### config.mk
export PLATFORM = sky130hd
export DESIGN_NAME = ttc_secs
export DESIGN_NICKNAME = d
export VERILOG_FILES = /design/src/sv/transfer_time_calculator_core_defines.svh /design/src/sv/ttc_pkg.sv /design/src/sv/ttc_secs.sv
export SDC_FILE = /design/constraint.sdc
export NUM_CORES = 2
export LEC_CHECK = 0
export BUFFER_PORTS_ARGS = -buffer_cell sky130_fd_sc_hd__buf_2
export CAP_MARGIN = 15
export CORE_ASPECT_RATIO = 0.9
export CORE_UTILIZATION = 51
export DETAILED_ROUTE_END_ITERATION = 16
export GPL_TIMING_DRIVEN = 1
export PLACE_DENSITY = 0.78
export SLEW_MARGIN = 10
export SYNTH_ARGS = -nofsm -noshare
export SYNTH_HDL_FRONTEND = slang
export SYNTH_SLANG_ARGS = --single-unit
### constraint.sdc
create_clock -name clock -period 5.9 [get_ports clock]
set_clock_uncertainty 0.1 [all_clocks]
set_input_delay 0 -clock clock [delete_from_list [all_inputs] [get_ports clock]]
set_output_delay 0 -clock clock [all_outputs]
set_load 0.02 [all_outputs]
### src/sv/transfer_time_calculator_core_defines.svh
// ----------------------------------------------------------------------------
// Transfer time calculator assertion macros
// Shared helpers for the concurrent checks in the transfer time calculator.
// ----------------------------------------------------------------------------
`ifndef TRANSFER_TIME_CALCULATOR_CORE_DEFINES_SVH
`define TRANSFER_TIME_CALCULATOR_CORE_DEFINES_SVH

// Same-cycle implication, checked at every rising edge outside reset.
`define TTC_ASSERT_IMP(label, clk, rst, ante, cons, msg) \
   label: assert property (@(posedge clk) disable iff (rst) (ante) |-> (cons)) \
      else $error(msg);

// Implication with a fixed number of cycles between cause and effect.
`define TTC_ASSERT_AFTER(label, clk, rst, ante, n, cons, msg) \
   label: assert property (@(posedge clk) disable iff (rst) (ante) |-> ##n (cons)) \
      else $error(msg);

`endif

### src/sv/ttc_pkg.sv
// ----------------------------------------------------------------------------
// Transfer time calculator package
// Types, constants and register codes shared by the calculator modules.
// ----------------------------------------------------------------------------
`timescale 1ns / 1ps
`default_nettype none

package ttc_pkg;

   // Scale factor from seconds to nanoseconds.
   localparam logic [31:0] NS_PER_SECOND = 32'd1000000000;
   localparam logic [63:0] ALL_ONES      = 64'hFFFF_FFFF_FFFF_FFFF;
   // Largest whole-second count whose product with the scale still fits.
   localparam logic [63:0] MAX_WHOLE     = ALL_ONES / 64'(NS_PER_SECOND);

   // Pipeline geometry.
   localparam int DIV_STAGES    = 64;
   localparam int CEIL_BITS     = 32;
   localparam int CEIL_STAGES   = 2 * CEIL_BITS;
   localparam int SECS_STAGES   = 2;
   localparam int FINISH_STAGES = 3;
   localparam int LATENCY       = 1 + DIV_STAGES + SECS_STAGES + CEIL_STAGES + FINISH_STAGES;

   // Register map.
   localparam int CSR_INDEX_LSB  = 3;
   localparam int CSR_ADDR_WIDTH = CSR_INDEX_LSB + 2;

   typedef enum logic [1:0] {
      CSR_FETCH_BANDWIDTH = 2'd0,
      CSR_EVICT_BANDWIDTH = 2'd1,
      CSR_FETCH_LATENCY   = 2'd2,
      CSR_EVICT_LATENCY   = 2'd3
   } csr_index_type;

   localparam logic DIR_EVICT = 1'b1;

   typedef struct packed {
      logic [63:0] size_bytes;
      logic        direction;
   } req_payload_type;

   typedef struct packed {
      logic [63:0] runtime_ns;
      logic        saturated;
   } rsp_payload_type;

   typedef struct packed {
      logic [63:0] fetch_bandwidth;
      logic [63:0] evict_bandwidth;
      logic [63:0] fetch_latency;
      logic [63:0] evict_latency;
   } csr_regs_type;

   // One stage of the restoring divider: quo starts as the dividend and fills
   // with quotient bits from the bottom.
   typedef struct packed {
      logic [63:0] rem;
      logic [63:0] quo;
      logic [63:0] bw;
      logic [63:0] lat;
   } div_stage_type;

   // One stage of the fractional ceiling multiply-divide.
   typedef struct packed {
      logic [63:0] r;
      logic [31:0] q;
      logic [63:0] num;
      logic [63:0] den;
      logic [63:0] secs;
      logic [63:0] lat;
      logic        sat;
   } ceil_stage_type;

endpackage

`default_nettype wire

### src/sv/ttc_secs.sv
// ----------------------------------------------------------------------------
// Transfer time calculator seconds scaler
// Two-stage multiply of whole seconds by the nanosecond scale, with overflow.
// ----------------------------------------------------------------------------
`timescale 1ns / 1ps
`default_nettype none

module ttc_secs
   import ttc_pkg::*;
(
   input  wire logic           clock,
   input  wire logic           reset,
   input  wire logic           div_valid,
   input  wire div_stage_type  div_stage,
   output      logic           ceil_valid,
   output      ceil_stage_type ceil_stage
);

   logic           valid_a_ff;
   logic [63:0]    prod_lo_ff;
   logic [63:0]    prod_hi_ff;
   logic           sat_a_ff;
   logic [63:0]    rem_a_ff;
   logic [63:0]    bw_a_ff;
   logic [63:0]    lat_a_ff;
   logic [63:0]    prod_lo_in;
   logic [63:0]    prod_hi_in;
   logic           valid_b_ff;
   ceil_stage_type out_ff;
   ceil_stage_type out_in;

   // First stage: split 32-bit partial products and the saturation checks.
   assign prod_lo_in = {32'b0, div_stage.quo[31:0]} * {32'b0, NS_PER_SECOND};
   assign prod_hi_in = {32'b0, div_stage.quo[63:32]} * {32'b0, NS_PER_SECOND};

   always_ff @(posedge clock) begin
      prod_lo_ff <= prod_lo_in;
      prod_hi_ff <= prod_hi_in;
      sat_a_ff   <= (div_stage.bw == '0) || (div_stage.quo > MAX_WHOLE);
      rem_a_ff   <= div_stage.rem;
      bw_a_ff    <= div_stage.bw;
      lat_a_ff   <= div_stage.lat;
   end

   // Second stage: combine the partial products and seed the fraction unit.
   always_comb begin
      out_in.r    = '0;
      out_in.q    = '0;
      out_in.num  = rem_a_ff;
      out_in.den  = bw_a_ff;
      out_in.secs = prod_lo_ff + {prod_hi_ff[31:0], 32'b0};
      out_in.lat  = lat_a_ff;
      out_in.sat  = sat_a_ff;
   end

   always_ff @(posedge clock) begin
      out_ff <= out_in;
   end

   always_ff @(posedge clock) begin
      if (reset) begin
         valid_a_ff <= 1'b0;
         valid_b_ff <= 1'b0;
      end else begin
         valid_a_ff <= div_valid;
         valid_b_ff <= valid_a_ff;
      end
   end

   assign ceil_valid = valid_b_ff;
   assign ceil_stage = out_ff;

endmodule

`default_nettype wire

; Yosys cells after proc, flatten, opt, wreduce, memory -nomap -nowiden
; Cells that the tools add are included.
[classes]
add_sub_neg = 1
multipliers = 2
order_cmp = 1
reduce_logical = 2
[op_table]
columns = cell, count
row1 = $add 62x64->64, 1
row2 = $gt 64x35->1 const B, 1
row3 = $logic_not 64->1, 1
row4 = $mul 32x21->53 const B, 1
row5 = $mul 32x21->23 const B, 1
row6 = $logic_or 1x1->1, 1
[word_totals]
regBits = 528
in_bits = 259
output_inout_bits = 354
wordCells = 19

; Longest topological paths before layout
[logic_depth]
word_depth = 2
depth_mapped = 25
mapped_depth_nobuf = 24

; Worst setup path before layout
; OpenSTA, ideal clock, no wires.
[synth_path]
path_type = in2reg
startpoint = in div_stage[132] (netlist bit)
endpoint = reg prod_lo_ff[60]
setup_time_ns = 0.118
arrival_ns = 5.753
t_required_ns = 5.682
slack_ns = -0.071
cell_stages = 22
path_buffers = 1
path_cell_list = inv_1 -> fa_1 -> fa_1 -> fa_1 -> fa_1 -> fa_1 -> inv_1 -> fa_1 -> inv_1 -> fa_1 -> inv_1 -> ha_1 -> buf_2 -> and4_1 -> nand4_1 -> nor2_1 -> nand4_1 -> a31oi_1 -> a41o_1 -> a21bo_2 -> a41oi_2 -> xnor2_1
[synth_via]
elab_chain_cells = 1
[synth_rtl]
columns = element, line
row1 = start: declaration, ttc_secs.sv:14  ; input wire div_stage_type div_stage,
row2 = $mul 32x21->53, ttc_secs.sv:33  ; assign prod_lo_in = {32'b0, div_stage.quo[31:0]} * {32'b0, NS_PER_SECOND};
row3 = named net prod_lo_in[60], ttc_secs.sv:26  ; logic [63:0] prod_lo_in;
row4 = end signal: assignment, ttc_secs.sv:37  ; prod_lo_ff <= prod_lo_in;
row5 = end: declaration, ttc_secs.sv:20  ; logic [63:0] prod_lo_ff;
; The timed path passes the listed nets, and every way through them passes these cells.
; A chain may end at the register's enable or synchronous reset.

; Worst setup path in the final report
[layout_path]
startpoint = in div_stage[128] (netlist bit)
endpoint = reg prod_lo_ff[47]
; Same word-level chain as after synthesis.

==> summary.txt <==
Status
  – Status: complete, no violations

Critical path
  – WS Path Type: in2reg
  – CP startpoint kind: input port
  – Critical Path RT: 6.33 ns
  – Endpoint class of the critical path: register
  – Worst path arrival time: 6.32 ns
  – Maximum fanout along the worst path: 7

Logic synthesis
  – Mux contribution to synthesized area: 0%
  – Synth cell count leaders: inv_1, dfxtp_1, ha_1, fa_1, buf_4
  – Top cells by area, synth: dfxtp_1, fa_1, ha_1
  – Post-synth top area share: 34.2%
  – Post-Synthesis Cells: 2,624
  – Syn Area/Cell: 11.6 um2
  – Syn Std Cell Area: 30,300 um2
  – Count of cell types in the netlist: 62
  – Area leader, netlist: dfxtp_1
  – Synth Register Bits: 519
  – Synth Area in Compound Gates: 4.95%
  – Count leader, synth: inv_1
  – Synth async-reset ratio: 0%
  – Ys flop type: dfxtp_1
  – Main combinational cell family by area after synthesis: adder cells
  – Post-Synth Simple-Gate Area: 3.64%
  – Adder-cell area share of the yosys netlist: 43.6%
  – Sequential area share after synthesis: 34.2%
  – Post-Synth XOR/XNOR Area: 3.17%
  – EDFF count, synth: 0
  – Syn. warnings: 0

Route
  – WL final: 108,000 um
  – Vias per inst: 5.15
  – Total number of vias: 23,532
  – DRT antenna net count: 0
  – Initial DRC Count: 1,997
  – Routed wire per std cell: 23.7 um
  – Residual DRC: 0
  – Pre-Repair DR Iteration Count: 6

Timing
  – Fmax: 170 MHz
  – Slew Limit Fails: 0
  – Setup TNS after final layout: 0 ns
  – Final Hold Vio Count: 0
  – Period utilization: 99.9%
  – Slew headroom: 24.1%
  – Worst hold margin: 0.0343 ns
  – Slew @ Worst Pin: 1.14 ns
  – Period minus WS final: 5.90 ns
  – # setup viols final: 0

Die
  – Core area: 58,600 um2
  – Row cnt: 84
  – Initial Util: 51.7%
  – Die area: 60,500 um2
  – Ports: 613
  – Die Y: 233 um
  – Die X-Extent: 259 um

Global route
  – Vias in the first global route: 24,203
  – Initial antenna violation count: 64
  – GR Util All Layers: 35.4%
  – Grt total ovfl: 0
  – First-pass GRT wire length: 154,000 um
  – Largest net degree at the start of global routing: 17

Clock network
  – Clock sinks: 519
  – CTS max path bufs: 3
  – Clock Pin Slew Worst Setup and Hold Paths: 0.07 ns
  – Root Driver: clkbuf_16
  – Clock tree from TritonCTS: done
  – CTS Buf Count: 51
  – Clock Latency Late Sink: 0.64 ns
  – H-tree depth: 2

Placed design
  – HPWL Detailed: 78,900 um
  – # port buffers: 507
  – Gpl congestion: 0.987

Cells and area
  – # nets final: 4,774
  – Layout cell share with drive strength beyond 1: 22.0%
  – Synth-to-Final Area Change: 33.0%

Flow run
  – Max-cap check violation count: 0

Min path
  – Hold Path Class: in2reg
==> cell type report <==
cell class | count | area, um2
clock buffers | 64 | 1410
well taps | 774 | 968
inverters | 618 | 2330
fillers | 4079 | 18300
multi-input cells | 1476 | 17400
repair buffers | 1031 | 7350
flip-flops and latches | 519 | 10400
diodes | 54 | 135
clock inverters | 31 | 427
==> worst max-delay path, cell delays in order <==
cell and delay [ns]:
buf_2 0.12, buf_4 0.15, dlygate4sd3_1 0.57, buf_4 0.19
ha_2 0.23, ha_2 0.23, clkinvlp_4 0.16, fa_1 0.58
inv_1 0.06, ha_1 0.29, ha_1 0.28, inv_1 0.06
fa_1 0.54, inv_1 0.05, fa_1 0.51, ha_4 0.23
nor3_1 0.42, nor3_2 0.12, a21boi_2 0.34, a21oi_2 0.13
a41oi_2 0.25, a31oi_2 0.16, buf_4 0.18, a41oi_1 0.27
xnor2_1 0.16
==> cells by family after synthesis <==
| group | count (synthesis) |
|---|---|
| fa+ha+maj | 818 |
| buf+inv | 733 |
| flops | 519 |
| compound gates | 227 |
| simple gates | 216 |
| xor+xnor | 110 |
| other cells | 1 |
==> sequential cells by signal, summed over array words and instances (netlist names) <==
name	flops
valid_a_ff	1
prod_lo_ff	53
prod_hi_ff	23
ceil_stage	248
sat_a_ff	1
rem_a_ff	64
bw_a_ff	64
ceil_valid	1
lat_a_ff	64
==> cell usage in the layout, fill, tap and decap left out, drive strengths merged, types with 46 or more instances in the layout <==
cell type      n
fa           399
a21oi         69
dlygate4sd3  342
conb         105
xnor2         85
buf          689
diode         54
clkbuf        64
inv          622
ha           419
nor2          46
dfxtp        519
==> stage by stage <==
step | instance area (um2) | std cells | setup slack, ns | utilization, %
6_report | 40400 | 4567 | 0.00485 | 68.8
5_1_grt | 40300 | 4538 | -0.355 | 68.7
3_3_place_gp | 34800 | 4075 | -0.370 | 59.4
3_5_place_dp | 34800 | 4075 | -0.427 | 59.4
2_1_floorplan | 30800 | 2728 | 0.000749 | -
4_1_cts | 40000 | 4504 | 0.208 | 68.2
==> metal layers <==
metal | up-vias | GRT usage (%) | share of wire, %
met1 | 11353 | 41.9 | 37
met5 | - | 2.12 | 0.18
met4 | 24 | 23.4 | 7.7
met2 | 1426 | 54.0 | 44
li1 | 10181 | - | -
met3 | 548 | 12.9 | 10
==> repair_timing <==
item,CTS,global route
hold buffers,334,8
setup buffers,0,1
endpoints found under the setup margin,0,18
endpoints found under the hold margin,205,8
gates resized for setup,0,29
==> final timing paths <==
| check | startpoint | endpoint | slack (ns) | cells past startpoint |
|---|---|---|---|---|
| setup / recovery | div_stage[128] | prod_lo_ff[47] | 0.005 | 25 |
| setup reg to reg | prod_lo_ff[41] | ceil_stage[128] | 2.80 | 12 |
| hold / removal | div_stage[224] | rem_a_ff[32] | 0.03 | 2 |
| hold reg to reg | prod_lo_ff[38] | ceil_stage[103] | 0.19 | 0 |
Power is not shown: default switching activity piles up to over one toggle a cycle in this logic, so the estimate is an artifact.
