`config.mk`:
```
export PLATFORM = sky130hd
export DESIGN_NAME = ttc_csr
export DESIGN_NICKNAME = d
export VERILOG_FILES = /design/src/sv/transfer_time_calculator_core_defines.svh /design/src/sv/ttc_pkg.sv /design/src/sv/ttc_csr.sv
export SDC_FILE = /design/constraint.sdc
export NUM_CORES = 1
export LEC_CHECK = 0
export BUFFER_PORTS_ARGS = -buffer_cell sky130_fd_sc_hd__buf_2
export CAP_MARGIN = 20
export CORE_MARGIN = 2
export CORE_UTILIZATION = 35
export CTS_BUF_LIST = sky130_fd_sc_hd__clkbuf_16
export CTS_CLUSTER_DIAMETER = 120
export DETAILED_ROUTE_END_ITERATION = 10
export PLACE_DENSITY_LB_ADDON = 0.3
export SETUP_SLACK_MARGIN = 0.1
export SYNTH_ARGS = -nofsm -noshare
export SYNTH_HDL_FRONTEND = slang
export SYNTH_SLANG_ARGS = --single-unit
```
`constraint.sdc`:
```
create_clock -name clock -period 1.4 [get_ports clock]
set_clock_uncertainty 0.1 [all_clocks]
set_input_delay 0.21 -clock clock [delete_from_list [all_inputs] [get_ports clock]]
set_output_delay 0.21 -clock clock [all_outputs]
set_load 0.05 [all_outputs]
```
`src/sv/transfer_time_calculator_core_defines.svh`:
```
// ----------------------------------------------------------------------------
// Transfer time calculator assertion macros
// Shared helpers for the concurrent checks in the transfer time calculator.
// ----------------------------------------------------------------------------
`ifndef TRANSFER_TIME_CALCULATOR_CORE_DEFINES_SVH
`define TRANSFER_TIME_CALCULATOR_CORE_DEFINES_SVH

// Same-cycle implication, checked at every rising edge outside reset.
`define TTC_ASSERT_IMP(label, clk, rst, ante, cons, msg) \
   label: assert property (@(posedge clk) disable iff (rst) (ante) |-> (cons)) \
      else $error(msg);

// Implication with a fixed number of cycles between cause and effect.
`define TTC_ASSERT_AFTER(label, clk, rst, ante, n, cons, msg) \
   label: assert property (@(posedge clk) disable iff (rst) (ante) |-> ##n (cons)) \
      else $error(msg);

`endif

```
`src/sv/ttc_pkg.sv`:
```
// ----------------------------------------------------------------------------
// Transfer time calculator package
// Types, constants and register codes shared by the calculator modules.
// ----------------------------------------------------------------------------
`timescale 1ns / 1ps
`default_nettype none

package ttc_pkg;

   // Scale factor from seconds to nanoseconds.
   localparam logic [31:0] NS_PER_SECOND = 32'd1000000000;
   localparam logic [63:0] ALL_ONES      = 64'hFFFF_FFFF_FFFF_FFFF;
   // Largest whole-second count whose product with the scale still fits.
   localparam logic [63:0] MAX_WHOLE     = ALL_ONES / 64'(NS_PER_SECOND);

   // Pipeline geometry.
   localparam int DIV_STAGES    = 64;
   localparam int CEIL_BITS     = 32;
   localparam int CEIL_STAGES   = 2 * CEIL_BITS;
   localparam int SECS_STAGES   = 2;
   localparam int FINISH_STAGES = 3;
   localparam int LATENCY       = 1 + DIV_STAGES + SECS_STAGES + CEIL_STAGES + FINISH_STAGES;

   // Register map.
   localparam int CSR_INDEX_LSB  = 3;
   localparam int CSR_ADDR_WIDTH = CSR_INDEX_LSB + 2;

   typedef enum logic [1:0] {
      CSR_FETCH_BANDWIDTH = 2'd0,
      CSR_EVICT_BANDWIDTH = 2'd1,
      CSR_FETCH_LATENCY   = 2'd2,
      CSR_EVICT_LATENCY   = 2'd3
   } csr_index_type;

   localparam logic DIR_EVICT = 1'b1;

   typedef struct packed {
      logic [63:0] size_bytes;
      logic        direction;
   } req_payload_type;

   typedef struct packed {
      logic [63:0] runtime_ns;
      logic        saturated;
   } rsp_payload_type;

   typedef struct packed {
      logic [63:0] fetch_bandwidth;
      logic [63:0] evict_bandwidth;
      logic [63:0] fetch_latency;
      logic [63:0] evict_latency;
   } csr_regs_type;

   // One stage of the restoring divider: quo starts as the dividend and fills
   // with quotient bits from the bottom.
   typedef struct packed {
      logic [63:0] rem;
      logic [63:0] quo;
      logic [63:0] bw;
      logic [63:0] lat;
   } div_stage_type;

   // One stage of the fractional ceiling multiply-divide.
   typedef struct packed {
      logic [63:0] r;
      logic [31:0] q;
      logic [63:0] num;
      logic [63:0] den;
      logic [63:0] secs;
      logic [63:0] lat;
      logic        sat;
   } ceil_stage_type;

endpackage

`default_nettype wire

```
`src/sv/ttc_csr.sv`:
```
// ----------------------------------------------------------------------------
// Transfer time calculator register file
// Bandwidth and latency registers for both directions behind an APB port.
// ----------------------------------------------------------------------------
`timescale 1ns / 1ps
`default_nettype none

module ttc_csr
   import ttc_pkg::*;
(
   input  wire logic                      clock,
   input  wire logic                      reset,
   input  wire logic                      psel,
   input  wire logic                      penable,
   input  wire logic                      pwrite,
   input  wire logic [CSR_ADDR_WIDTH-1:0] paddr,
   input  wire logic [63:0]               pwdata,
   output      logic [63:0]               prdata,
   output      logic                      pready,
   output      csr_regs_type              csr_regs
);

   csr_regs_type  csr_ff;
   csr_regs_type  csr_in;
   csr_index_type index;
   logic          write_en;

   assign index    = csr_index_type'(paddr[CSR_ADDR_WIDTH-1:CSR_INDEX_LSB]);
   assign write_en = psel && penable && pwrite;
   assign pready   = 1'b1;
   assign csr_regs = csr_ff;

   // Write decode.
   always_comb begin
      csr_in = csr_ff;
      if (write_en) begin
         unique case (index)
            CSR_FETCH_BANDWIDTH: csr_in.fetch_bandwidth = pwdata;
            CSR_EVICT_BANDWIDTH: csr_in.evict_bandwidth = pwdata;
            CSR_FETCH_LATENCY:   csr_in.fetch_latency   = pwdata;
            CSR_EVICT_LATENCY:   csr_in.evict_latency   = pwdata;
            default:             csr_in = csr_ff;
         endcase
      end
   end

   // Read decode.
   always_comb begin
      unique case (index)
         CSR_FETCH_BANDWIDTH: prdata = csr_ff.fetch_bandwidth;
         CSR_EVICT_BANDWIDTH: prdata = csr_ff.evict_bandwidth;
         CSR_FETCH_LATENCY:   prdata = csr_ff.fetch_latency;
         CSR_EVICT_LATENCY:   prdata = csr_ff.evict_latency;
         default:             prdata = '0;
      endcase
   end

   // Register bank; bandwidths come out of reset at one byte per second.
   always_ff @(posedge clock) begin
      if (reset) begin
         csr_ff.fetch_bandwidth <= 64'd1;
         csr_ff.evict_bandwidth <= 64'd1;
         csr_ff.fetch_latency   <= '0;
         csr_ff.evict_latency   <= '0;
      end else begin
         csr_ff <= csr_in;
      end
   end

endmodule

`default_nettype wire

```
# Word level (Yosys, flattened, before mapping)
# Cells that the tools add are included.
[word_totals]
memories = 0
romBits = 0
inputBits = 74
regBits = 256
latch_bits = 0
mem_bits_rw = 0
wordCells = 15
output_inout_bits = 321
[op_classes]
addsub = 0
order_cmp = 0
n_eq_ne = 3
div = 0
n_mux = 1
multipliers = 0
shift = 0
n_bitwise = 0
reduce_logical = 7
[ops]
columns = ["cell", "n"]
rows = [
  ["64-bit one-hot mux with 4 select lines", 1],
  ["2-bit AND reduction", 4],
  ["2-bit == test, second input constant", 2],
  ["2-bit by 1-bit == test with 1-bit output, second input constant", 1],
  ["1-bit logical AND", 2],
  ["2-bit logical NOT", 1],
]

# Longest topological paths before layout
# Gate-level depths: netlist (run 1).
[depth]
ltp_word = 3
mapped_depth = 6
mapped_depth_nobuf = 3

# Worst setup path before layout (run 1)
# Ideal clock, no wire load.
[synth_timing]
path_kind = "input port to output port"
from = "in paddr[3]"
to = "out prdata[38]"
t_required_ns = 1.090
n_path_buf = 3
arrival_time_ns = 1.360
setup_slack_ns = -0.270
stages = 4
cell_sequence = "buf_4 > buf_6 > buf_6 > mux4_2"
[synth_via]
elab_chain_cells = 2
word_cells_on_any_way = 5
classes_between = "3 x eq/ne; 1 x mux; 1 x reduce/logical"
[synth_rtl]
columns = ["item", "line", "source"]
rows = [
  ["from (decl)", "ttc_csr.sv:16", "input wire logic [CSR_ADDR_WIDTH-1:0] paddr,"],
  ["2-bit == test, or another cell as far along", "ttc_csr.sv:49", "unique case (index)"],
  ["64-bit one-hot mux with 4 select lines *", "ttc_csr.sv:49", ""],
  ["to (decl)", "ttc_csr.sv:18", "output logic [63:0] prdata,"],
]
# Mark *: on every way between the ends. The rest lies on a longest branch, timed or not.

# Worst setup path after layout (run 1)
[layout_timing]
from = "reg csr_ff (netlist bit csr_regs[69])"
to = "out prdata[5]"
[layout_via]
elab_chain_cells = 1
[layout_rtl]
columns = ["item", "line", "source"]
rows = [
  ["from (decl)", "ttc_csr.sv:23", "csr_regs_type csr_ff;"],
  ["from (signal assigned)", "ttc_csr.sv:66", "csr_ff <= csr_in;"],
  ["64-bit one-hot mux with 4 select lines", "ttc_csr.sv:49", ""],
]
# Every way passes these cells.

==> metrics.csv, run 1 <==
metric,value,unit
status,"complete, but fails checks",
failing checks,setup timing,
NetSw,0.004457,W
"FFs w/ async S/R, synth",0,
hold crit path type,in -> reg,
CTS tree,done,
syn_area_per_cell,10.97,um2
Int Pwr,0.01268,W
Port Buffers,390,
vias,11700,
final setup fails,272,
Synth top area share,0.4391,
warnings from Yosys,0,
beginning of the worst hold path,paddr[3],
final wirelength,50500,um
clock period minus worst slack,1898,ps
first-pass GRT wire length,71100,um
Worst setup EP type,primary output,
register share of total power,0.430,
RSZ-0062 raised after global routing,yes,
share of cells above drive strength 1,0.6025,
initial antenna violation count,0,
WL per Instance,22.34,um
most frequent cells after synthesis,"dfxtp_1, nand2b_1, mux2i_1",
"flops & latches, synth",256,
WS Path Type,reg -> out,
die area,34830,um2
final core occ,0.6934,
Mapped Cells,1064,
"EDFF count, synth",0,
register area share after synthesis,0.4391,
number of buffers created by CTS,28,
clock sink count,256,
Storage cell area,5603,um2
Hold WS,127.1,ps
total I/O pin count,395,
Netlist cell types,19,
Die H,186.6,um
drt via density,5.176,
number of global-route vias before repair,12210,
worst-path maximum fanout,3,
width of the die,186.6,um
CP Data Arrival Time,1590,ps
Pleak,10.13,nW
PD cells,755.8,nW/um2
top-count cell post-synth,dfxtp_1,
Pins Over Slew Limit,0,
FMAX,0.5270,GHz
Area Growth Syn to Fin,94.27,%
setup TNS,-37320,ps
max reg flops,256,
Final WS setup,-497.6,ps
htree depth,1,
gp weighted congestion,0.8112,
ANT nets after route,0,
Nets,1874,
fill count,2065,
GR Util All Layers,0.2551,
crit path launch,csr_regs[69],
CP Data Required Time,1090,ps
post-DP HPWL,26390,um
largest cells by area after synthesis,"dfxtp_1, mux2i_1, nand2b_1",
final period utilization,1.355,
area of the multi-input gates,6075,um2
CTS root buffer,clkbuf_16,
Rows,66,
sw frac,0.2601,
combinational power share,0.140,
# DRC,0,
largest net degree at the start of global routing,77,
GRT overflow,0,
crit path launch type,register,
Initial DRC Count,627,
"Reg clk slew, reported paths",60,ps
Fin. Hold Viols,0,
pre-CTS setup slack,-296.7,ps
"Cell Area, Synth",11670,um2
number of diodes,0,
Clock Power Share,0.430,
CORE AREA,32700,um2
Pre-antenna DRT Iters,5,
worst vdd ir,0.8857,mV
Inst Count DP,1966,
Initial Util,0.3569,
post-synthesis net count,1138,
Post-Layout Cell Count,2261,
FF-to-FF Start,csr_regs[104],
MaxCap Viol Count,0,
clk_lat worst skew,530,ps
top_reg_cell synth,dfxtp_1,
Synth area leader,dfxtp_1,
Max Root-Sink Buffers,3,
worst max-delay path: stages, from the launching register on:
cell and delay (ps):
dfxtp_4 360, mux4_2 510, buf_6 180
layout by cell type, fill, tap and decap left out, types with 63 or more instances in the layout:
master         instances
buf_8                282
nand2b_1             254
buf_6                232
dfxtp_2              193
mux2i_1              192
o21ai_0              125
buf_4                108
buf_2                 67
mux4_2                64
nor2b_1               64
dlygate4sd3_1         64
dfxtp_4               63
routing by layer:
metal / routed length (um) / vias up / part of all wire / GRT usage
li1: - / 5156 / - / -
met1: 18390 / 5760 / 0.36 / 0.2825
met2: 26120 / 607 / 0.52 / 0.4617
met3: 3273 / 181 / 0.065 / 0.05323
met4: 2720 / 0 / 0.054 / 0.1276
met5: 0 / - / 0 / 0
final cells by class:
| class | instances | share of cell area |
|---|---|---|
| repair buffers | 799 | 0.4213 |
| well taps | 442 | 0.02439 |
| clock inverters | 20 | 0.007118 |
| multi-input cells | 714 | 0.2679 |
| clock buffers | 29 | 0.03200 |
| flip-flops and latches | 256 | 0.2471 |
| inverters | 1 | 0.0001655 |
path summary, 6_finish.rpt:
path | slack, ps | depth (start not counted) | to
max | -500 | 2 | prdata[5]
min | 130 | 4 | csr_regs[91]
max reg2reg | 150 | 5 | csr_regs[104]
min reg2reg | 390 | 2 | csr_regs[1]
kinds of logic (layout without fill, tap and decap cells):
kind of cell           Yosys count  count (layout)  share of synthesized area
AND/OR/NAND/NOR                329             329                     0.1754
multiplexers                   256             256                     0.2881
flip-flops                     256             256                     0.4391
AO/OA/AOI/OAI                  128             128                    0.05488
other                            1               1                  0.0003213
buffers and inverters           94             849                    0.04223
stage by stage:
step	cell area [um2]	power [W]
floorplan	11910	0.008729
global placement	15420	0.009313
detailed placement	15420	0.009320
CTS	21570	0.01711
global route	22680	0.01764
finish	22680	0.01714
power groups by stage:
stage                     logic (W)  clock network [W]  registers (W)
after CTS                   0.00225            0.00743        0.00744
after global routing        0.00248            0.00778        0.00738
after global placement      0.00173                  0        0.00759
final                       0.00239            0.00737        0.00737
after detailed placement    0.00173                  0        0.00759
after floorplan            0.000820                  0        0.00791
timing repair:
action	CTS	global route
hold buffers	64	0
endpoints found under the setup margin	320	320
resized for setup	1257	202
buffers inserted	87	189
hold endpoints to repair	256	0
Power figures use the tool's default switching activity.
==> inputs of run 2 (changes only) <==
CTS_CLUSTER_SIZE = 10   (was not set)
clock period = 1.8 ns   (was 1.4 ns; I/O delays follow)
==> metrics.csv, run 2 (same netlist as run 1, synthesis figures left out) <==
metric,value,unit,change
highest-count cells in the layout ignoring fill and taps,"buf_2, nand2b_1, mux2i_1",,
final period utilization,1.063,,
worst-path maximum fanout,2,,-1
gp weighted congestion,0.7836,,-3.4%
CTS root buffer,clkbuf_16,,
final setup fails,64,,-76%
Rows,66,,unchanged
worst vdd ir,0.5869,mV,-34%
"Reg clk slew, reported paths",50,ps,about the same
RSZ-0062 raised after global routing,yes,,
Area Growth Syn to Fin,51.22,%,
CP Data Required Time,1430,ps,+340 ps
die area,34830,um2,unchanged
CTS tree,done,,
Die H,186.6,um,unchanged
clock sink count,256,,unchanged
first-pass GRT wire length,59130,um,-17%
GR Util All Layers,0.2083,,-0.04677
htree depth,1,,unchanged
Pins Over Slew Limit,0,,unchanged
number of diodes,0,,unchanged
pre-CTS setup slack,-67.71,ps,+229.0 ps
initial antenna violation count,0,,unchanged
hold crit path type,in -> reg,,
PD cells,704.3,nW/um2,-6.8%
clock period minus worst slack,1913,ps,
WS Path Type,reg -> out,,
width of the die,186.6,um,unchanged
clk_lat worst skew,530,ps,about the same
failing checks,setup timing,,
Worst setup EP type,primary output,,
vias,10190,,-13%
Final WS setup,-113.3,ps,+384.3 ps
final wirelength,37960,um,-25%
CORE AREA,32700,um2,unchanged
total I/O pin count,395,,unchanged
FMAX,0.5227,GHz,
Hold WS,25.31,ps,-101.8 ps
Pre-antenna DRT Iters,5,,unchanged
internal reg-to-reg setup slack,740,ps,+590 ps
WL per Instance,18.23,um,-18%
number of buffers created by CTS,29,,+3.6%
Initial DRC Count,433,,-31%
post-DP HPWL,24110,um,-8.6%
GRT overflow,0,,unchanged
Nets,1715,,-8.5%
setup TNS,-5082,ps,+32230 ps
MaxCap Viol Count,0,,unchanged
"commonest non-fill, non-tap cell in the layout",buf_2,,
status,"complete, but fails checks",,
ANT nets after route,0,,unchanged
Fin. Hold Viols,0,,unchanged
largest net degree at the start of global routing,67,,-13%
Port Buffers,390,,unchanged
drt via density,4.892,,-5.5%
CP Data Arrival Time,1540,ps,-50 ps
crit path launch type,register,,
share of cells above drive strength 1,0.5287,,-0.07387
# DRC,0,,unchanged
Max Root-Sink Buffers,3,,unchanged
Pleak,8.527,nW,-16%
max reg flops,256,,unchanged
Initial Util,0.3569,,unchanged
number of global-route vias before repair,10580,,-13%
run 2: cell count changes in the layout (fill, tap and decap cells not counted), moves of 59 or more:
cell / change
buf_8: -222
buf_4: +59
buf_6: -226
dfxtp_1: +65
buf_2: +254
dfxtp_4: -63
run 2: routing by layer:
| layer | vias to the layer above | GRT usage | share of wire |
|---|---|---|---|
| met3 | 71 | 0.03987 | 0.058 |
| met4 | 0 | 0.06319 | 0.026 |
| li1 | 4825 | - | - |
| met2 | 332 | 0.3740 | 0.51 |
| met1 | 4958 | 0.2513 | 0.41 |
| met5 | - | 0 | 0 |
run 2: layout make-up:
cell class	count	area [um2]
clock buffer	29	725.7
clock inverter	1	30.03
fill	2869	15050
inverter	1	3.754
multi-input combinational	714	6075
sequential	256	5364
tap	442	553.0
timing repair buffer	639	4900
run 2: final timing paths:
kind                                       to          start  depth (start not counted)
worst max-delay path               prdata[35]   csr_regs[35]                          2
worst min-delay path            csr_regs[168]     pwdata[40]                          3
worst max register to register   csr_regs[89]   csr_regs[89]                          5
worst min register to register  csr_regs[218]  csr_regs[218]                          2
run 2: critical path: stages, from the launching register on:
cell	delay, ps
dfxtp_2	320
mux4_2	520
buf_8	180
run 2: where the power goes:
part | switching [W] | leakage (nW) | internal, W
Sequential | 0.0000546 | 2.16 | 0.00575
Clock | 0.00216 | 0.372 | 0.00295
Combinational | 0.000862 | 5.99 | 0.000653
run 2: per-stage QoR:
step / std cells / power, W / utilization / cell area (um2)
after floorplan: 1064 / 0.006795 / - / 11690
after detailed placement: 1870 / 0.007216 / 0.4435 / 14500
final: 2082 / 0.01243 / 0.5398 / 17650
after CTS: 2065 / 0.01257 / 0.5331 / 17430
after global placement: 1870 / 0.007207 / 0.4435 / 14500
after global routing: 2082 / 0.01291 / 0.5398 / 17650
run 2: repair_timing:
action                     4_1_cts  5_1_grt
resized for setup              326       57
setup endpoints to repair       64       64
hold endpoints to repair       229        0
pin swaps                        0        0
setup buffers                  102       17
hold buffers                    63        0
