### config.mk
export PLATFORM = sky130hd
export DESIGN_NAME = ttc_finish
export DESIGN_NICKNAME = d
export VERILOG_FILES = /design/src/sv/ttc_pkg.sv /design/src/sv/ttc_finish.sv
export VERILOG_INCLUDE_DIRS = /design/src /design/src/sv
export SDC_FILE = /design/constraint.sdc
export NUM_CORES = 1
export LEC_CHECK = 0
export BUFFER_PORTS_ARGS = -buffer_cell sky130_fd_sc_hd__buf_2
export CAP_MARGIN = 10
export CORE_ASPECT_RATIO = 1.5
export CORE_MARGIN = 3
export CORE_UTILIZATION = 35
export DETAILED_ROUTE_END_ITERATION = 12
export HOLD_SLACK_MARGIN = 0.06
export PLACE_DENSITY_LB_ADDON = 0.12
export REMOVE_ABC_BUFFERS = 1
export SYNTH_ARGS = -nofsm -noshare
export SYNTH_HDL_FRONTEND = slang
export SYNTH_SLANG_ARGS = --single-unit
### constraint.sdc
create_clock -name clock -period 3.2 [get_ports clock]
set_clock_uncertainty 0.1 [all_clocks]
set_input_delay 0 -clock clock [delete_from_list [all_inputs] [get_ports clock]]
set_output_delay 0 -clock clock [all_outputs]
set_load 0.01 [all_outputs]
### src/sv/transfer_time_calculator_core_defines.svh
// ----------------------------------------------------------------------------
// Transfer time calculator assertion macros
// Shared helpers for the concurrent checks in the transfer time calculator.
// ----------------------------------------------------------------------------
`ifndef TRANSFER_TIME_CALCULATOR_CORE_DEFINES_SVH
`define TRANSFER_TIME_CALCULATOR_CORE_DEFINES_SVH

// Same-cycle implication, checked at every rising edge outside reset.
`define TTC_ASSERT_IMP(label, clk, rst, ante, cons, msg) \
   label: assert property (@(posedge clk) disable iff (rst) (ante) |-> (cons)) \
      else $error(msg);

// Implication with a fixed number of cycles between cause and effect.
`define TTC_ASSERT_AFTER(label, clk, rst, ante, n, cons, msg) \
   label: assert property (@(posedge clk) disable iff (rst) (ante) |-> ##n (cons)) \
      else $error(msg);

`endif

### src/sv/ttc_pkg.sv
// ----------------------------------------------------------------------------
// Transfer time calculator package
// Types, constants and register codes shared by the calculator modules.
// ----------------------------------------------------------------------------
`timescale 1ns / 1ps
`default_nettype none

package ttc_pkg;

   // Scale factor from seconds to nanoseconds.
   localparam logic [31:0] NS_PER_SECOND = 32'd1000000000;
   localparam logic [63:0] ALL_ONES      = 64'hFFFF_FFFF_FFFF_FFFF;
   // Largest whole-second count whose product with the scale still fits.
   localparam logic [63:0] MAX_WHOLE     = ALL_ONES / 64'(NS_PER_SECOND);

   // Pipeline geometry.
   localparam int DIV_STAGES    = 64;
   localparam int CEIL_BITS     = 32;
   localparam int CEIL_STAGES   = 2 * CEIL_BITS;
   localparam int SECS_STAGES   = 2;
   localparam int FINISH_STAGES = 3;
   localparam int LATENCY       = 1 + DIV_STAGES + SECS_STAGES + CEIL_STAGES + FINISH_STAGES;

   // Register map.
   localparam int CSR_INDEX_LSB  = 3;
   localparam int CSR_ADDR_WIDTH = CSR_INDEX_LSB + 2;

   typedef enum logic [1:0] {
      CSR_FETCH_BANDWIDTH = 2'd0,
      CSR_EVICT_BANDWIDTH = 2'd1,
      CSR_FETCH_LATENCY   = 2'd2,
      CSR_EVICT_LATENCY   = 2'd3
   } csr_index_type;

   localparam logic DIR_EVICT = 1'b1;

   typedef struct packed {
      logic [63:0] size_bytes;
      logic        direction;
   } req_payload_type;

   typedef struct packed {
      logic [63:0] runtime_ns;
      logic        saturated;
   } rsp_payload_type;

   typedef struct packed {
      logic [63:0] fetch_bandwidth;
      logic [63:0] evict_bandwidth;
      logic [63:0] fetch_latency;
      logic [63:0] evict_latency;
   } csr_regs_type;

   // One stage of the restoring divider: quo starts as the dividend and fills
   // with quotient bits from the bottom.
   typedef struct packed {
      logic [63:0] rem;
      logic [63:0] quo;
      logic [63:0] bw;
      logic [63:0] lat;
   } div_stage_type;

   // One stage of the fractional ceiling multiply-divide.
   typedef struct packed {
      logic [63:0] r;
      logic [31:0] q;
      logic [63:0] num;
      logic [63:0] den;
      logic [63:0] secs;
      logic [63:0] lat;
      logic        sat;
   } ceil_stage_type;

endpackage

`default_nettype wire

### src/sv/ttc_finish.sv
// ----------------------------------------------------------------------------
// Transfer time calculator finishing stages
// Rounds the fraction up, adds seconds and latency, saturates on overflow.
// ----------------------------------------------------------------------------
`timescale 1ns / 1ps
`default_nettype none
`include "transfer_time_calculator_core_defines.svh"

module ttc_finish
   import ttc_pkg::*;
(
   input  wire logic            clock,
   input  wire logic            reset,
   input  wire logic            frac_valid,
   input  wire ceil_stage_type  frac_stage,
   output      logic            rsp_valid,
   output      rsp_payload_type rsp_payload
);

   logic            valid_a_ff;
   logic [32:0]     part_ff;
   logic [63:0]     secs_a_ff;
   logic [63:0]     lat_a_ff;
   logic            sat_a_ff;
   logic            valid_b_ff;
   logic [64:0]     sum_in;
   logic [63:0]     sum_ff;
   logic [63:0]     lat_b_ff;
   logic            sat_b_ff;
   logic [64:0]     total_in;
   logic            rsp_valid_ff;
   rsp_payload_type rsp_ff;
   rsp_payload_type rsp_in;

   // Round up when anything is left of the remainder.
   always_ff @(posedge clock) begin
      part_ff   <= {1'b0, frac_stage.q} + {32'b0, (frac_stage.r != '0)};
      secs_a_ff <= frac_stage.secs;
      lat_a_ff  <= frac_stage.lat;
      sat_a_ff  <= frac_stage.sat;
   end

   // Seconds plus fraction; a carry out saturates.
   assign sum_in = {1'b0, secs_a_ff} + {32'b0, part_ff};

   always_ff @(posedge clock) begin
      sum_ff   <= sum_in[63:0];
      lat_b_ff <= lat_a_ff;
      sat_b_ff <= sat_a_ff || sum_in[64];
   end

   // Add the latency and form the response.
   assign total_in = {1'b0, sum_ff} + {1'b0, lat_b_ff};

   always_comb begin
      if (sat_b_ff || total_in[64]) begin
         rsp_in.runtime_ns = ALL_ONES;
         rsp_in.saturated  = 1'b1;
      end else begin
         rsp_in.runtime_ns = total_in[63:0];
         rsp_in.saturated  = 1'b0;
      end
   end

   always_ff @(posedge clock) begin
      rsp_ff <= rsp_in;
   end

   always_ff @(posedge clock) begin
      if (reset) begin
         valid_a_ff   <= 1'b0;
         valid_b_ff   <= 1'b0;
         rsp_valid_ff <= 1'b0;
      end else begin
         valid_a_ff   <= frac_valid;
         valid_b_ff   <= valid_a_ff;
         rsp_valid_ff <= valid_b_ff;
      end
   end

   assign rsp_valid   = rsp_valid_ff;
   assign rsp_payload = rsp_ff;

   // A flagged response always reads as all ones.
   `TTC_ASSERT_IMP(a_sat_all_ones, clock, reset, rsp_valid && rsp_payload.saturated, rsp_payload.runtime_ns == ALL_ONES, "saturated response not all ones")

endmodule

`default_nettype wire

**Word-level counts from Yosys, hierarchy flattened**

Index checks and enable logic that the tools add are counted.

- Bits in registers: 359
- Output and inout port bits: 66
- Word-level logic and storage cells: 19

- Add/sub/neg operators: 3
- Muxes and demuxes: 1
- Reduce and logical (&&, ||, !) cells: 3

Operators with widths:

| operator | count |
|---|---|
| 64-bit by 33-bit adder with 65-bit output | 1 |
| 64-bit by 64-bit adder with 65-bit output | 1 |
| 64-bit nonzero test | 1 |
| 32-bit by 1-bit adder with 33-bit output | 1 |
| 1-bit logical OR | 2 |
| 1-bit 2-to-1 mux | 1 |

**Logic depth before layout (Yosys ltp)**

Gate-level depths: netlist (run 1).

- Depth after elaboration: 3
- Mapped depth: 13

**Worst setup path before layout (run 1)**

Ideal clock, no wire load.

- Kind: register -> register
- From: register sum_ff[0]
- To: register rsp_ff, in the netlist rsp_payload[55]
- Data arrival time: 2.752 ns
- Required time: 2.979 ns
- Setup slack: 0.227 ns
- Cell stages (with the launch flop): 14
- Path buffers: 1
- Period minus slack after synthesis: 2.973 ns
- Cell sequence: dfxtp_1 > ha_1 > fa_1 > a211oi_1 > o21ai_2 > a21oi_2 > o31ai_2 > or3_4 > a211oi_2 > or2_1 > buf_6 > inv_4 > nor4_1 > nor2_1

- Word-level cells in the longest chain between the ends: 2

RTL lines:

| item | RTL line | text |
|---|---|---|
| start, declared | ttc_finish.sv:27 | `logic [63:0] sum_ff;` |
| start signal, assigned | ttc_finish.sv:47 | `sum_ff <= sum_in[63:0];` |
| 64-bit by 64-bit adder with 65-bit output * | ttc_finish.sv:53 | `assign total_in = {1'b0, sum_ff} + {1'b0, lat_b_ff};` |
| 1-bit logical OR | ttc_finish.sv:56 | `if (sat_b_ff \|\| total_in[64]) begin` |
| end signal, assigned | ttc_finish.sv:66 | `rsp_ff <= rsp_in;` |
| end, declared | ttc_finish.sv:32 | `rsp_payload_type rsp_ff;` |

Mark *: on every way between the ends. The rest lies on a longest branch, timed or not.
A chain may end at the register's enable or synchronous reset.

**Worst setup path in the final report (run 1)**

- From: register sum_ff[31]
- To: register rsp_ff, in the netlist rsp_payload[64]

The elaborated chain is that of the path after synthesis.

==> tab_implementation.tex, run 1 <==
\begin{tabular}{lr}
\hline
Metric & Value \\
\hline
\multicolumn{2}{l}{\textbf{Status}} \\
Run status & finished clean \\
\multicolumn{2}{l}{\textbf{Finish}} \\
Final core occ & 52.6\% \\
Finished layout cell area & 22,100 um2 \\
NumNets Final & 2,659 \\
Antenna diode count & 0 \\
Area Overhead vs Synth & 48.3\% \\
Ratio of cells with drive above 1 in the final layout & 21.9\% \\
Final standard cell count with taps included and fillers excluded & 2,788 \\
Fill cell total of the finished layout & 3,787 \\
\multicolumn{2}{l}{\textbf{Placement}} \\
Number of buffers inserted by port buffering & 293 \\
Final weighted congestion of routability-driven global placement & 0.861 \\
Worst Setup Slack post-DPL & -0.0646 ns \\
Placed instance count & 2,399 \\
Post-detail-place hpwl & 34,800 um \\
Instance area at placement & 17,400 um2 \\
\multicolumn{2}{l}{\textbf{Critical path}} \\
Terminus of the critical flop-to-flop path & rsp\_payload[64] \\
Startpoint kind of the worst setup timing path & register \\
Capture point of the worst path & rsp\_payload[64] \\
Critical path fanouts, max & 6 \\
Required time of the worst setup path & 3.51 ns \\
Startpoint of the lowest-slack register-to-register path & sum\_ff[31] \\
Data arrival time of the worst path & 3.40 ns \\
Internal reg-to-reg setup slack & 0.11 ns \\
Kind of capture point of the worst setup path & register \\
Worst Setup Path Type & reg2reg \\
Critical path launch point & sum\_ff[31] \\
Worst R2R Path Depth & 12 \\
\multicolumn{2}{l}{\textbf{Job}} \\
Max-cap violation count & 0 \\
\multicolumn{2}{l}{\textbf{GRT}} \\
Number of antenna violations at the first check in global routing & 0 \\
Pin count of the biggest net entering global routing & 27 \\
Global route overflow & 0 \\
GRT Overall Usage & 20.2\% \\
Global-route wire length before repair & 73,100 um \\
Number of global-route vias before repair & 14,000 \\
\multicolumn{2}{l}{\textbf{Yosys}} \\
Post-synthesis instance area & 14,900 um2 \\
Dominant synthesized flop cell & sky130\_fd\_sc\_hd\_\_dfxtp\_1 \\
Number of warnings reported in the yosys synthesis log & 0 \\
Share of synthesized flip-flops with an asynchronous set or reset & 0\% \\
FF+latch count, synth & 359 \\
Syn Inst Count & 1,521 \\
Sequential cell area fraction in the yosys report & 48.2\% \\
Cell type with the highest aggregate area in the netlist & sky130\_fd\_sc\_hd\_\_dfxtp\_1 \\
Average cell area after synthesis & 9.81 um2 \\
Biggest area contributors in the synthesized netlist & sky130\_fd\_sc\_hd\_\_dfxtp\_1 48\%, sky130\_fd\_sc\_hd\_\_ha\_1 8.3\%, sky130\_fd\_sc\_hd\_\_xnor2\_1 4.5\%, sky130\_fd\_sc\_hd\_\_a21oi\_1 4.2\%, sky130\_fd\_sc\_hd\_\_nand2\_1 3.7\% \\
Distinct cells, synth & 83 \\
Area share of the largest cell type after synthesis & 48.2\% \\
Commonest cells in the synthesized netlist & 359 x sky130\_fd\_sc\_hd\_\_dfxtp\_1, 149 x sky130\_fd\_sc\_hd\_\_nand2\_1, 125 x sky130\_fd\_sc\_hd\_\_a21oi\_1 \\
Number of flops mapped to enable cells by yosys & 0 \\
Most frequently used cell type in the post-synthesis netlist & sky130\_fd\_sc\_hd\_\_dfxtp\_1 \\
\multicolumn{2}{l}{\textbf{Floorplanning}} \\
Die H & 259 um \\
Initial Util & 35.5\% \\
Placeable core region & 42,000 um2 \\
Count of boundary I/O pins & 422 \\
Full die area & 45,200 um2 \\
DIE WIDTH & 175 um \\
Number of rows created at floorplan & 92 \\
\multicolumn{2}{l}{\textbf{STA}} \\
Highest achievable clock rate & 324 MHz \\
Final number of setup-violating endpoints & 0 \\
Hold violation total from the final report & 0 \\
Pin slew with the least headroom to its limit & 0.703 ns \\
Smallest hold slack & 0.0500 ns \\
Worst Slack Setup Final & 0.115 ns \\
Setup repair after global routing missed its margin & false \\
Final critical-path share of the clock period & 96.4\% \\
Max-slew violation count & 0 \\
Clock period minus worst slack & 3.09 ns \\
Headroom to the max-slew limit & 52.6\% \\
\multicolumn{2}{l}{\textbf{Routing}} \\
Routed wire length per instance & 16.7 um \\
Vias & 13,400 \\
Total wire length & 46,500 um \\
Routed vias/inst & 4.82 \\
Initial drt markers & 428 \\
Router iterations before antenna repair & 7 \\
Remaining antenna violation count after routing & 0 \\
Number of design rule violations left after detail routing & 0 \\
\multicolumn{2}{l}{\textbf{Power and ir drop}} \\
Static leakage & 9.65 nW \\
Power density of the placed cells & 594 nW/um2 \\
Worst voltage drop across the vdd grid & 0.449 mV \\
\multicolumn{2}{l}{\textbf{Clocking}} \\
Clock Sink Count & 359 \\
Clock-pin slew on the worst setup and hold paths & 0.07 ns \\
Num CTS Buffers & 36 \\
Clock tree buffer depth & 3 \\
Clock latency on the worst-skew pair & 0.52 ns \\
Clock root cell & sky130\_fd\_sc\_hd\_\_clkbuf\_16 \\
Clock tree from TritonCTS & done \\
H-tree depth & 2 \\
\multicolumn{2}{l}{\textbf{Min path}} \\
Path class of the lowest-slack min-delay path & in2reg \\
Number of cells on the worst hold path & 6 \\
\hline
\end{tabular}
[cells in the final DEF, fill, tap and decap left out, drive strengths merged, types with 20 or more instances in the layout]
| cell type | n |
|---|---|
| o21a | 24 |
| and3 | 27 |
| inv | 31 |
| o21ai | 68 |
| clkbuf | 42 |
| nand4 | 40 |
| a21o | 47 |
| xor2 | 58 |
| xnor2 | 76 |
| a21oi | 136 |
| nor2 | 86 |
| dlygate4sd3 | 321 |
| nor4 | 20 |
| nor3 | 26 |
| nand2 | 149 |
| buf | 362 |
| ha | 99 |
| dfxtp | 359 |
| nand3 | 46 |
[power by group]
| part | internal, mW | switching (mW) |
|---|---|---|
| Sequential | 4.95 | 0.201 |
| Clock | 2.80 | 1.77 |
| Combinational | 1.58 | 1.84 |
[routing by layer]
layer | vias to the layer above | wire (um) | track usage, %
li1 | 6765 | - | -
met1 | 6246 | 18200 | 22.5
met2 | 335 | 24800 | 39.0
met3 | 91 | 1800 | 2.57
met4 | 0 | 1730 | 7.56
met5 | - | 0 | 0
[cell type report]
type / count / area, um2 / share of cell area [%]
multi-input cells: 1092 / 7540 / 34.1
flip-flops and latches: 359 / 7190 / 32.5
repair buffers: 684 / 5280 / 23.9
clock buffers: 42 / 995 / 4.50
well taps: 564 / 706 / 3.19
clock inverters: 18 / 294 / 1.33
inverters: 29 / 114 / 0.515
[sequential cells by signal (all words and copies together), names as in the netlist]
name	cells
rsp_payload	65
lat_a_ff	64
lat_b_ff	64
secs_a_ff	64
sum_ff	64
part_ff	33
rsp_valid	1
sat_a_ff	1
sat_b_ff	1
valid_a_ff	1
valid_b_ff	1
[worst max-delay path: stages, from the launching register on]
cell and delay, ns:
sky130_fd_sc_hd__dfxtp_1 0.30, sky130_fd_sc_hd__ha_1 0.38, sky130_fd_sc_hd__buf_4 0.16, sky130_fd_sc_hd__nand4_1 0.13, sky130_fd_sc_hd__nor2_1 0.21, sky130_fd_sc_hd__o2111ai_2 0.24
sky130_fd_sc_hd__or4_1 0.50, sky130_fd_sc_hd__a21oi_2 0.18, sky130_fd_sc_hd__o31a_1 0.22, sky130_fd_sc_hd__o21ai_1 0.09, sky130_fd_sc_hd__buf_4 0.16, sky130_fd_sc_hd__o21a_1 0.20
sky130_fd_sc_hd__mux2i_1 0.11
[per-stage QoR]
step | setup TNS (ns) | power [mW]
CTS | 0 | 13.2
floorplan | -25.09 | 7.06
finish | 0 | 13.1
detailed placement | -0.294 | 8.27
global route | 0 | 13.8
global placement | 0 | 8.27
[timing repair]
action,4_1_cts,5_1_grt
pin swaps,3,8
cloned,1,0
resized for setup,5,30
setup buffers,1,6
setup endpoints to repair,16,58
hold buffers,321,0
hold endpoints to repair,165,0
[cells by family after synthesis]
kind of cell	share of synthesized area, %
simple gates	15.8
xor+xnor	7.87
buf+inv	2.33
fa+ha+maj	8.57
flops	48.2
compound gates	16.7
mux	0.478
[worst min path at each step]
| stage | start | endpoint |
|---|---|---|
| CTS | frac_stage[311] | part_ff[1] |
| finish | frac_stage[311] | part_ff[1] |
| global route | frac_stage[311] | part_ff[1] |
| floorplan | frac_stage[1] | lat_a_ff[0] |
| global placement | frac_stage[94] | secs_a_ff[29] |
| detailed placement | frac_stage[0] | sat_a_ff |
Power figures use the tool's default switching activity.
==> run 2, diff against run 1 <==
==> constraint.sdc (replaced) <==
create_clock -name clock -period 2.5 [get_ports clock]
set_clock_uncertainty 0.1 [all_clocks]
set_input_delay 0 -clock clock [delete_from_list [all_inputs] [get_ports clock]]
set_output_delay 0 -clock clock [all_outputs]
set_load 0.01 [all_outputs]
==> run 2 against run 1 <==
  * The flow now finishes with violations (setup timing)
  * Global-route usage is 2.1 points higher
  * Wire length is 11% higher
  * Clock-buffer cell count is 11 higher
  * Worst setup slack worse by 0.64 ns
  * Combinational power is 66% higher
  * Flip-flop and latch count stayed put
  * Maximum frequency is 2.0% higher
  * Non-clock buffer count is 289 higher
  * Sequential share of layout area is 3.9 points lower
  * Die area stayed put
==> tab_implementation.tex, run 2 (synthesis gave the netlist of run 1 again) <==
\begin{tabular}{lr}
\hline
Metric & Value \\
\hline
\multicolumn{2}{l}{\textbf{STA}} \\
Pin slew with the least headroom to its limit & 0.657 ns \\
Setup total negative slack & -40.22 ns \\
Highest achievable clock rate & 330 MHz \\
Final critical-path share of the clock period & 121\% \\
Clock period minus worst slack & 3.03 ns \\
Final number of setup-violating endpoints & 109 \\
Max-slew violation count & 0 \\
Hold violation total from the final report & 0 \\
Worst Slack Setup Final & -0.526 ns \\
Headroom to the max-slew limit & 55.8\% \\
Setup repair after global routing missed its margin & true \\
\multicolumn{2}{l}{\textbf{Clocking}} \\
H-tree depth & 2 \\
Clock tree from TritonCTS & done \\
Clock-pin slew on the worst setup and hold paths & 0.07 ns \\
Clock latency on the worst-skew pair & 0.54 ns \\
Clock Sink Count & 359 \\
Clock tree buffer depth & 3 \\
Clock root cell & sky130\_fd\_sc\_hd\_\_clkbuf\_16 \\
Num CTS Buffers & 38 \\
\multicolumn{2}{l}{\textbf{Floorplanning}} \\
Placeable core region & 42,000 um2 \\
Count of boundary I/O pins & 422 \\
DIE WIDTH & 175 um \\
Full die area & 45,200 um2 \\
Initial Util & 35.5\% \\
Number of rows created at floorplan & 92 \\
Die H & 259 um \\
\multicolumn{2}{l}{\textbf{Placement}} \\
Placed instance count & 2,680 \\
Final weighted congestion of routability-driven global placement & 0.913 \\
Number of buffers inserted by port buffering & 293 \\
Post-detail-place hpwl & 37,900 um \\
\multicolumn{2}{l}{\textbf{GRT}} \\
GRT Overall Usage & 22.3\% \\
Number of antenna violations at the first check in global routing & 1 \\
Number of global-route vias before repair & 15,600 \\
Global-route wire length before repair & 80,200 um \\
Pin count of the biggest net entering global routing & 32 \\
Global route overflow & 0 \\
\multicolumn{2}{l}{\textbf{Critical path}} \\
Critical path fanouts, max & 6 \\
Startpoint kind of the worst setup timing path & register \\
Required time of the worst setup path & 2.84 ns \\
Internal reg-to-reg setup slack & -0.53 ns \\
Kind of capture point of the worst setup path & register \\
Worst R2R Path Depth & 13 \\
Data arrival time of the worst path & 3.36 ns \\
Worst Setup Path Type & reg2reg \\
Startpoint of the lowest-slack register-to-register path & sum\_ff[29] \\
Terminus of the critical flop-to-flop path & rsp\_payload[59] \\
\multicolumn{2}{l}{\textbf{Routing}} \\
Router iterations before antenna repair & 4 \\
Routed wire length per instance & 16.8 um \\
Vias & 14,500 \\
Metal-1 WL & 19,600 um \\
Highest metal layer with signal wires & met4 \\
Number of design rule violations left after detail routing & 0 \\
Length of routed met3 wiring & 1740 um \\
Total wire length & 51,800 um \\
Initial drt markers & 466 \\
Remaining antenna violation count after routing & 0 \\
Routed vias/inst & 4.71 \\
Met2 WL & 28,600 um \\
\multicolumn{2}{l}{\textbf{Power and ir drop}} \\
Static leakage & 11.3 nW \\
Worst voltage drop across the vdd grid & 0.528 mV \\
Power density of the placed cells & 712 nW/um2 \\
\multicolumn{2}{l}{\textbf{Status}} \\
Run status & finished with violations \\
Violated checks & setup timing \\
\multicolumn{2}{l}{\textbf{Min path}} \\
Path class of the lowest-slack min-delay path & in2reg \\
Min-Delay Startpoint & reset \\
Number of cells on the worst hold path & 3 \\
Endpoint of the worst hold-timing path & valid\_b\_ff \\
\multicolumn{2}{l}{\textbf{Finish}} \\
Number of flip-flops in the largest register & 65 \\
Area Overhead vs Synth & 68.9\% \\
Ratio of cells with drive above 1 in the final layout & 36.1\% \\
Fill cell total of the finished layout & 3,557 \\
Final core occ & 60.0\% \\
Most common library cell in the layout ignoring fill and taps & sky130\_fd\_sc\_hd\_\_dfxtp\_1 \\
NumNets Final & 2,950 \\
Final standard cell count with taps included and fillers excluded & 3,086 \\
Highest-count cells in the layout ignoring fill and taps & 352 x sky130\_fd\_sc\_hd\_\_dfxtp\_1, 343 x sky130\_fd\_sc\_hd\_\_buf\_4, 306 x sky130\_fd\_sc\_hd\_\_dlygate4sd3\_1 \\
\multicolumn{2}{l}{\textbf{Job}} \\
Max-cap violation count & 0 \\
\hline
\end{tabular}
[run 2: cell count changes in the layout (fill, tap and decap cells not counted), moves of 11 or more]
cell                            delta
sky130_fd_sc_hd__buf_4           +278
sky130_fd_sc_hd__buf_6            +20
sky130_fd_sc_hd__a21oi_1          -15
sky130_fd_sc_hd__dlygate4sd3_1    -15
sky130_fd_sc_hd__nand2_1          -14
sky130_fd_sc_hd__o21ai_0          -13
sky130_fd_sc_hd__nand3_1          -12
sky130_fd_sc_hd__a21oi_4          +11
sky130_fd_sc_hd__xnor2_1          -11
sky130_fd_sc_hd__xnor2_2          +11
[run 2: timing repair]
item,CTS,global route
gates cloned,3,2
gates resized for setup,110,131
hold buffers,306,0
pin swaps,60,64
endpoints found under the setup margin,116,118
endpoints found under the hold margin,165,0
buffers inserted,11,20
[run 2: layout make-up]
type	instances	area [um2]	share of cell area, %
repair buffers	973	7550	30.0
well taps	564	706	2.80
diodes	1	2.50	0.00993
flip-flops and latches	359	7200	28.6
inverters	29	114	0.452
multi-input cells	1092	8360	33.2
clock inverters	15	111	0.442
clock buffers	53	1140	4.53
[run 2: report_power, final]
| group | switching (mW) | internal [mW] | total (mW) |
|---|---|---|---|
| logic | 2.69 | 2.98 | 5.67 |
| registers | 0.320 | 6.34 | 6.66 |
| clock network | 2.38 | 3.22 | 5.60 |
| total | 5.39 | 12.5 | 17.9 |
[run 2: critical path: stages (launching register included)]
cell,delay (ns)
sky130_fd_sc_hd__dfxtp_1,0.30
sky130_fd_sc_hd__ha_1,0.33
sky130_fd_sc_hd__buf_4,0.16
sky130_fd_sc_hd__a21oi_1,0.15
sky130_fd_sc_hd__o21ai_1,0.12
sky130_fd_sc_hd__a22oi_1,0.23
sky130_fd_sc_hd__a21boi_1,0.12
sky130_fd_sc_hd__buf_4,0.15
sky130_fd_sc_hd__or3_4,0.39
sky130_fd_sc_hd__a211oi_2,0.23
sky130_fd_sc_hd__or2_4,0.27
sky130_fd_sc_hd__inv_6,0.07
sky130_fd_sc_hd__buf_12,0.13
sky130_fd_sc_hd__a31o_1,0.17
[run 2: worst max-delay path by stage]
stage	startpoint	to	cells after the start
after floorplan	sum_ff[0]	rsp_payload[55]	12
after global placement	sum_ff[0]	rsp_payload[59]	12
after detailed placement	sum_ff[0]	rsp_payload[59]	12
after CTS	sum_ff[0]	rsp_payload[55]	13
after global routing	lat_b_ff[0]	rsp_payload[59]	13
final	sum_ff[29]	rsp_payload[59]	13
[run 2: routing by layer]
metal | track usage (%) | vias up
li1 | - | 7386
met1 | 23.4 | 6722
met2 | 44.8 | 327
met3 | 2.65 | 107
met4 | 8.23 | 0
met5 | 0 | -
[run 2: metrics by stage]
stage          power [mW]  hold WS [ns]  setup slack, ns  instance area (um2)
2_1_floorplan        9.04       -0.0723            -1.35                14700
3_3_place_gp         11.5       0.00283           -0.657                19500
3_5_place_dp         11.5       0.00358           -0.721                19500
4_1_cts              17.8        0.0645           -0.532                24400
5_1_grt              18.9         0.107           -0.618                25200
6_report             17.9        0.0799           -0.526                25200
